===== src/rtl/watc_pkg.sv =====
// shared types, constants and helpers of the weekly alarm table comparator
`default_nettype none

package watc_pkg;

    localparam int ALARM_COUNT = 8;

    // field widths
    localparam int INDEX_W   = 3;
    localparam int WDAYS_W   = 7;
    localparam int TOD_W     = 17;
    localparam int SOUND_W   = 8;
    localparam int HOUR_W    = 5;
    localparam int MIN_W     = 6;
    localparam int SEC_W     = 6;
    localparam int WDAY_W    = 3;
    localparam int USEC_W    = 20;
    localparam int WINDOW_W  = 17;
    localparam int DELAY_W   = 37;

    // internal arithmetic widths
    localparam int NOW_W  = 17;
    localparam int DIFF_W = NOW_W + 1;
    localparam int US_W   = 39;

    localparam int IN_TDATA_W  = 96;
    localparam int OUT_TDATA_W = 56;

    // input tdata layout
    localparam int IN_IDX_LO    = 0;
    localparam int IN_EN_LO     = IN_IDX_LO + INDEX_W;
    localparam int IN_WDAYS_LO  = IN_EN_LO + 1;
    localparam int IN_TOD_LO    = IN_WDAYS_LO + WDAYS_W;
    localparam int IN_SOUND_LO  = IN_TOD_LO + TOD_W;
    localparam int IN_HOUR_LO   = IN_SOUND_LO + SOUND_W;
    localparam int IN_MIN_LO    = IN_HOUR_LO + HOUR_W;
    localparam int IN_SEC_LO    = IN_MIN_LO + MIN_W;
    localparam int IN_WDAY_LO   = IN_SEC_LO + SEC_W;
    localparam int IN_USEC_LO   = IN_WDAY_LO + WDAY_W;
    localparam int IN_WINDOW_LO = IN_USEC_LO + USEC_W;
    localparam int IN_USED_W    = IN_WINDOW_LO + WINDOW_W;

    // output tdata layout
    localparam int OUT_WVALID_LO = 0;
    localparam int OUT_DELAY_LO  = OUT_WVALID_LO + 1;
    localparam int OUT_FOUND_LO  = OUT_DELAY_LO + DELAY_W;
    localparam int OUT_CIDX_LO   = OUT_FOUND_LO + 1;
    localparam int OUT_CSND_LO   = OUT_CIDX_LO + INDEX_W;
    localparam int OUT_USED_W    = OUT_CSND_LO + SOUND_W;

    localparam logic [WDAYS_W-1:0] ALL_DAYS = 7'h7f;

    localparam logic [NOW_W-1:0] SEC_PER_HOUR = 17'd3600;
    localparam logic [NOW_W-1:0] SEC_PER_MIN  = 17'd60;

    localparam logic signed [US_W-1:0] US_PER_SEC = 39'sd1000000;
    localparam logic signed [US_W-1:0] US_PER_DAY = 39'sd86400000000;

    // the walk counter covers the candidate pipeline after the query time, then the walk
    localparam int WALK_LEN = ALARM_COUNT + 3;
    localparam int CNT_W    = $clog2(WALK_LEN + 1);

    typedef enum logic {
        CMD_WRITE = 1'b0,
        CMD_QUERY = 1'b1
    } t_cmd;

    typedef enum logic [1:0] {
        S_IDLE,
        S_NOW,
        S_WALK
    } t_state;

    typedef struct packed {
        logic               enabled;
        logic [WDAYS_W-1:0] weekdays;
        logic [TOD_W-1:0]   time_of_day;
        logic [SOUND_W-1:0] sound;
    } t_slot;

    typedef struct packed {
        logic [NOW_W-1:0]    now_s;
        logic [USEC_W-1:0]   usec;
        logic [WDAY_W-1:0]   wday;
        logic [WINDOW_W-1:0] window;
    } t_query;

    typedef struct packed {
        logic               wake_valid;
        logic [DELAY_W-1:0] wake_us;
        logic               cur_found;
        logic [INDEX_W-1:0] cur_idx;
        logic [SOUND_W-1:0] cur_sound;
    } t_acc;

    // weekday seven rolls over to Monday like the others
    function automatic logic [WDAY_W-1:0] next_day(input logic [WDAY_W-1:0] d);
        logic [WDAY_W-1:0] r;
        case (d)
            3'd6:    r = 3'd0;
            3'd7:    r = 3'd1;
            default: r = d + 3'd1;
        endcase
        return r;
    endfunction

    // weekday seven lands on the padding bit and never matches
    function automatic logic day_match(input logic [WDAYS_W-1:0] mask,
                                       input logic [WDAY_W-1:0] d);
        logic [7:0] m8;
        m8 = {1'b0, mask};
        return m8[d];
    endfunction

endpackage

`default_nettype wire


===== src/rtl/watc_cell.sv =====
// one alarm slot: stored entry, candidate pipeline and accumulator stage
`default_nettype none

module watc_cell (
    input  wire logic                         i_clk,
    input  wire logic                         i_rst_n,
    input  wire logic                         i_wr_en,
    input  wire watc_pkg::t_slot              i_wr_slot,
    input  wire watc_pkg::t_query             i_query,
    input  wire logic [watc_pkg::INDEX_W-1:0] i_slot_id,
    input  wire watc_pkg::t_acc               i_acc,
    output watc_pkg::t_acc                    o_acc
);
    import watc_pkg::*;

    t_slot r_slot;

    logic signed [DIFF_W-1:0] r_diff;
    logic signed [DIFF_W-1:0] r_diff_b;
    logic signed [US_W-1:0]   r_us;
    logic                     r_cand_wake;
    logic                     r_cand_cur;
    logic [DELAY_W-1:0]       r_cand_us;
    t_acc                     r_acc;
    t_acc                     n_acc;

    logic signed [US_W-1:0]   diff_ext;
    logic signed [US_W-1:0]   us_wrap;
    logic signed [US_W-1:0]   us_fin;
    logic [WDAY_W-1:0]        day;
    logic signed [DIFF_W:0]   win_sum;

    always_ff @(posedge i_clk) begin
        if (!i_rst_n) begin
            r_slot.enabled     <= 1'b0;
            r_slot.weekdays    <= ALL_DAYS;
            r_slot.time_of_day <= '0;
            r_slot.sound       <= '0;
        end else if (i_wr_en) begin
            r_slot <= i_wr_slot;
        end
    end

    assign diff_ext = {{(US_W-DIFF_W){r_diff[DIFF_W-1]}}, r_diff};
    assign us_wrap  = r_us + US_PER_DAY;
    assign day      = r_us[US_W-1] ? next_day(i_query.wday) : i_query.wday;
    assign win_sum  = {r_diff_b[DIFF_W-1], r_diff_b}
                    + $signed({2'b00, i_query.window});

    always_comb begin
        if (!r_us[US_W-1]) begin
            us_fin = r_us;
        end else if (us_wrap[US_W-1]) begin
            us_fin = '0;
        end else begin
            us_fin = us_wrap;
        end
    end

    // candidate pipeline: difference, microseconds, day wrap
    always_ff @(posedge i_clk) begin
        r_diff      <= $signed({1'b0, r_slot.time_of_day}) - $signed({1'b0, i_query.now_s});
        r_diff_b    <= r_diff;
        r_us        <= diff_ext * US_PER_SEC - $signed({{(US_W-USEC_W){1'b0}}, i_query.usec});
        r_cand_us   <= us_fin[DELAY_W-1:0];
        r_cand_wake <= r_slot.enabled && day_match(r_slot.weekdays, day);
        r_cand_cur  <= r_slot.enabled && day_match(r_slot.weekdays, i_query.wday)
                       && (r_diff_b <= 0) && !win_sum[DIFF_W];
    end

    // merge own candidate into the value coming from the lower slot
    always_comb begin
        n_acc = i_acc;
        if (r_cand_wake && (!i_acc.wake_valid || r_cand_us < i_acc.wake_us)) begin
            n_acc.wake_valid = 1'b1;
            n_acc.wake_us    = r_cand_us;
        end
        if (!i_acc.cur_found && r_cand_cur) begin
            n_acc.cur_found = 1'b1;
            n_acc.cur_idx   = i_slot_id;
            n_acc.cur_sound = r_slot.sound;
        end
    end

    always_ff @(posedge i_clk) begin
        r_acc <= n_acc;
    end

    assign o_acc = r_acc;

endmodule

`default_nettype wire


===== config.mk =====
export PLATFORM = sky130hd
export DESIGN_NAME = watc_cell
export DESIGN_NICKNAME = d
export VERILOG_FILES = /design/src/rtl/watc_pkg.sv /design/src/rtl/watc_cell.sv
export SDC_FILE = /design/constraint.sdc
export NUM_CORES = 1
export LEC_CHECK = 0
export BUFFER_PORTS_ARGS = -buffer_cell sky130_fd_sc_hd__buf_2
export CAP_MARGIN = 15
export CORE_MARGIN = 10
export CORE_UTILIZATION = 55
export CTS_BUF_LIST = sky130_fd_sc_hd__clkbuf_8
export CTS_CLUSTER_DIAMETER = 60
export DETAILED_ROUTE_END_ITERATION = 12
export PLACE_DENSITY = 0.85
export SLEW_MARGIN = 40
export SYNTH_ARGS = -nofsm -noshare
export SYNTH_HDL_FRONTEND = slang
export SYNTH_SLANG_ARGS = --single-unit

===== constraint.sdc =====
create_clock -name i_clk -period 7.1 [get_ports i_clk]
set_clock_uncertainty 0.2 [all_clocks]
set_input_delay 0.355 -clock i_clk [delete_from_list [all_inputs] [get_ports i_clk]]
set_output_delay 0.355 -clock i_clk [all_outputs]
set_load 0.05 [all_outputs]

Word-level counts from Yosys, hierarchy flattened
Cells that the tools add are included.

Register bits after elaboration: 197. Output and inout bits: 50.

$mul: 1. Reduce and logical (&&, ||, !) cells: 10. Equal/unequal tests: 2. Multiplexer cells: 10. Add/subtract/negate cells: 5. Magnitude comparators: 4.

Operator list (count): 37-bit two-way mux (3); 39-bit by 38-bit adder with 39-bit output, second input constant (1); 39-bit by 21-bit subtractor with 39-bit output (1); 37-bit < comparator (1); 18-bit by 15-bit multiplier with 33-bit output, second input constant (1); 18-bit by 18-bit adder with 19-bit output (1); 18-bit by 1-bit <= comparator with 1-bit output, second input constant (1); 17-bit by 17-bit subtractor with 18-bit output (1); 11-bit two-way mux (1); 3-bit by 4-bit < comparator with 1-bit output, second input constant (2); 1-bit binary-select mux with 3-bit select (2); 3-bit equality test, second input constant (2); 1-bit logical AND (6); 3-bit one-hot mux with 2 select lines (1); 3-bit by 1-bit adder with 3-bit output, second input constant (1); 1-bit logical NOT (3); 3-bit two-way mux (1); 1-bit two-way mux (2); 1-bit logical OR (1).

Depth between registers and ports, before layout
Depth after elaboration: 6. Depth in mapped cells: 22.

Worst setup path before layout
OpenSTA, ideal clock, no wires.

Kind: register to register. From: register r_diff[9]. To: register r_us[38]. Path buffers: 1. Slack: 1.268 ns. Required time: 6.828 ns. Library setup time: 0.072 ns. Arrival time: 5.560 ns. Cell stages (with the launch flop): 23. Period minus slack after synthesis: 5.832 ns. Path through: dfxtp_1 -> ha_1 -> inv_1 -> fa_1 -> inv_1 -> fa_1 -> inv_1 -> fa_1 -> inv_1 -> fa_1 -> ha_1 -> ha_1 -> clkbuf_1 -> a21oi_1 -> a21boi_0 -> o21ai_0 -> a21boi_0 -> a311o_1 -> xor2_1 -> nor3_1 -> nand3_2 -> nor4_2 -> xnor2_1.

Longest elaborated chain between the ends: 2.

Ends and longest elaborated chain: from (decl) (line watc_cell.sv:18) `logic signed [DIFF_W-1:0] r_diff;`; from (signal assigned) (line watc_cell.sv:62) `r_diff <= $signed({1'b0, r_slot.time_of_day}) - $signed({1'b0, i_query.now_s});`; 18-bit by 15-bit multiplier with 33-bit output (line watc_cell.sv:64) `r_us <= diff_ext * US_PER_SEC - $signed({{(US_W-USEC_W){1'b0}}, i_query.usec});`; 39-bit by 21-bit subtractor with 39-bit output (line watc_cell.sv:64); to (signal assigned) (line watc_cell.sv:64); to (decl) (line watc_cell.sv:20) `logic signed [US_W-1:0] r_us;`.

No other way between the ends. A chain may end at the register's enable or synchronous reset.

Final worst setup path
Same ends and word-level chain as after synthesis.

==> results.py <==
metrics = {
    "timing": {
        "tightest_slew_ns": 0.600,
        "fmax_ghz": 0.159,
        "final-hold-violation-count": 0,
        "tns_ns": 0,
        "finalCriticalPeriod_ns": 6.30,
        "timing.final.ws_setup_ns": 0.796,
        "setup_viol": 0,
        "rsz0062_at_grt": "no",
        "maxSlewViolCount": 0,
        "period_share": 0.888,
        "max_slew_margin": 0.600,
    },
    "die": {
        "dieArea_um2": 32300,
        "rows": 58,
        "pin_count": 196,
        "core-area_um2": 25200,
        "initial_utilization": 0.558,
        "die-width_um": 180,
        "die_h_um": 180,
    },
    "grt": {
        "grt_start_max_net_pins": 38,
        "grt_pass1_wl_um": 54600,
        "antenna_found_initial": 7,
        "grt_pass1_vias": 11500,
        "overflow": 0,
        "grt_usage": 0.197,
    },
    "routing": {
        "antenna_left": 0,
        "wirelength_um": 32600,
        "drt_first_iter_violations": 479,
        "vias_per_cell": 5.30,
        "wl_per_cell_um": 15.8,
        "vias": 11000,
        "drtPass1Iterations": 5,
        "route.detailed.drc": 0,
    },
    "clocking": {
        "cts_setup_buffers": 0,
        "cts_buffer_depth": 2,
        "cts_sinks": 197,
        "cts_buffers": 17,
        "clk_pin_slew_ns": 0.10,
        "clk-insertion-delay-late_ns": 0.49,
        "cts-root-buf": "clkbuf_8",
        "cts_tree": "yes",
        "cts_max_level": 4,
    },
    "worst_hold_path": {
        "min-delay-path-class": "input port to register",
    },
    "logic_synthesis": {
        "synth_fa_ha_area_frac": 0.313,
        "ys_seq_area_frac": 0.281,
        "ys_warn_count": 0,
        "synth_nets": 1880,
        "synth_xor_area_frac": 0.0505,
        "yosys.area_share.simple": 0.109,
        "syn_area_um2": 14000,
        "synthFlopType": "dfxtp_1",
        "synth_top_family_by_area": "adder cells",
        "ys_seq_elements": 197,
        "synthCells": 1428,
        "synth_cell_types": 82,
        "postSynth.asyncResetShare": 0,
        "yosys-mux-area-fraction": 0.0679,
        "synth_edf_count": 0,
        "avgSynthCellArea_um2": 9.83,
        "synth_compound_area_frac": 0.117,
    },
    "setup_path": {
        "crit_start": "r_diff[9]",
        "r2r_start": "r_diff[9]",
        "reg2reg_depth": 21,
        "crit_arrival_ns": 6.51,
        "reg2reg_slack_ns": 0.80,
        "critPathCaptureType": "register",
        "r2r_end": "r_us[38]",
        "critPathRequiredTime_ns": 7.31,
        "critPathKind": "register to register",
        "cp_max_fo": 8,
        "worstSetupStartpointType": "register",
        "endpoint": "r_us[38]",
    },
    "final_layout": {
        "design.final.nets": 2173,
        "area_growth_syn_to_layout_pct": 19.5,
        "drive_gt1_frac": 0.179,
        "fin_cells": 2069,
        "layout_common_cells": "230 x ha_1, 210 x inv_1, 197 x dfxtp_1",
        "final_common_cell": "ha_1",
    },
    "flow_run": {
        "cap_violations": 0,
    },
    "placement": {
        "dp.cells": 1939,
        "gp_congestion": 0.888,
        "numPortBuffers": 195,
        "pre_cts_slack_ns": 0.807,
        "dp_hpwl_um": 25100,
    },
    "outcome": {
        "status": "finished, final reports clean",
    },
}
-- critical path: stages, from the launching register on --
cell	delay, ns
dfxtp_1	0.41
ha_1	0.31
inv_1	0.08
fa_1	0.53
inv_1	0.05
fa_1	0.54
inv_1	0.06
fa_1	0.52
inv_1	0.05
fa_1	0.48
ha_1	0.31
ha_1	0.40
a21oi_1	0.25
a21boi_0	0.23
o21ai_0	0.21
a21boi_0	0.12
a311o_1	0.34
xor2_1	0.19
nor3_1	0.32
nand3_2	0.17
nor4_2	0.31
xnor2_1	0.15
-- synthesized netlist by cell type, drive strengths merged, types with 17 or more instances --
master	n	area, µm²
mux2	48	541
nand2	61	229
dfxtp	197	3940
clkbuf	18	67.6
ha	230	2880
nor2	64	243
fa	76	1520
xnor2	50	438
nor2b	42	263
o21ai	52	264
inv	210	788
mux2i	39	390
xor2	31	272
nor3	18	95.1
and2	17	106
a21oi	55	283
a21o	38	285
-- worst min path at each step --
stage | depth (start not counted) | to | start
after floorplan | 0 | r_us[0] | i_query[20]
after global placement | 0 | r_diff_b[17] | r_diff[17]
after detailed placement | 0 | r_diff_b[17] | r_diff[17]
after CTS | 3 | r_diff[1] | i_query[41]
after global routing | 3 | r_us[1] | i_query[21]
final | 3 | r_us[1] | i_query[21]
-- final cells by class --
| type | instances | area (µm²) |
|---|---|---|
| Multi-Input combinational cell | 1002 | 9260 |
| Fill cell | 1810 | 8410 |
| Sequential cell | 197 | 3940 |
| Timing Repair Buffer | 292 | 1940 |
| Inverter | 211 | 792 |
| Tap cell | 330 | 413 |
| Clock buffer | 18 | 248 |
| Clock inverter | 14 | 171 |
| Antenna cell | 5 | 12.5 |
-- metrics by stage --
stage               area (µm²)  hold slack [ns]  utilization
global route             16800          0.00853        0.666
finish                   16800           0.0281        0.666
detailed placement       15400            0.139        0.612
CTS                      16800          0.00308        0.666
global placement         15400            0.136        0.612
floorplan                14000            0.183            -
-- flip-flops by register name, summed over array words and instances, names as in the netlist --
name / flops
r_us: 39
r_cand_wake: 1
r_diff_b: 18
r_diff: 18
r_cand_cur: 1
r_slot: 33
r_cand_us: 37
o_acc: 50
-- kinds of logic (layout without fill, tap and decap cells) --
family | Yosys count | in the layout
DFF | 197 | 197
other | 0 | 5
adders and majority gates | 306 | 306
AOI/OAI and AO/OA | 240 | 240
and+or+nand+nor | 287 | 287
muxes | 88 | 88
xor gates and xnor gates | 81 | 81
buffers and inverters | 229 | 535
-- what timing repair did --
action | in CTS | in global routing
hold endpoints to repair | 89 | 0
hold buffers | 93 | 0
gates resized for setup | 0 | 0
-- per-layer routing --
| layer | part of all wire | global-route usage | up-vias |
|---|---|---|---|
| li1 | - | - | 5482 |
| met1 | 0.44 | 0.235 | 5132 |
| met2 | 0.50 | 0.345 | 290 |
| met3 | 0.048 | 0.0442 | 52 |
| met4 | 0.019 | 0.0635 | 4 |
| met5 | 0.00064 | 0 | - |
Power is left out: the tool's default activity adds up to more than one toggle a clock period on the data nets, which glitch-free logic cannot reach.
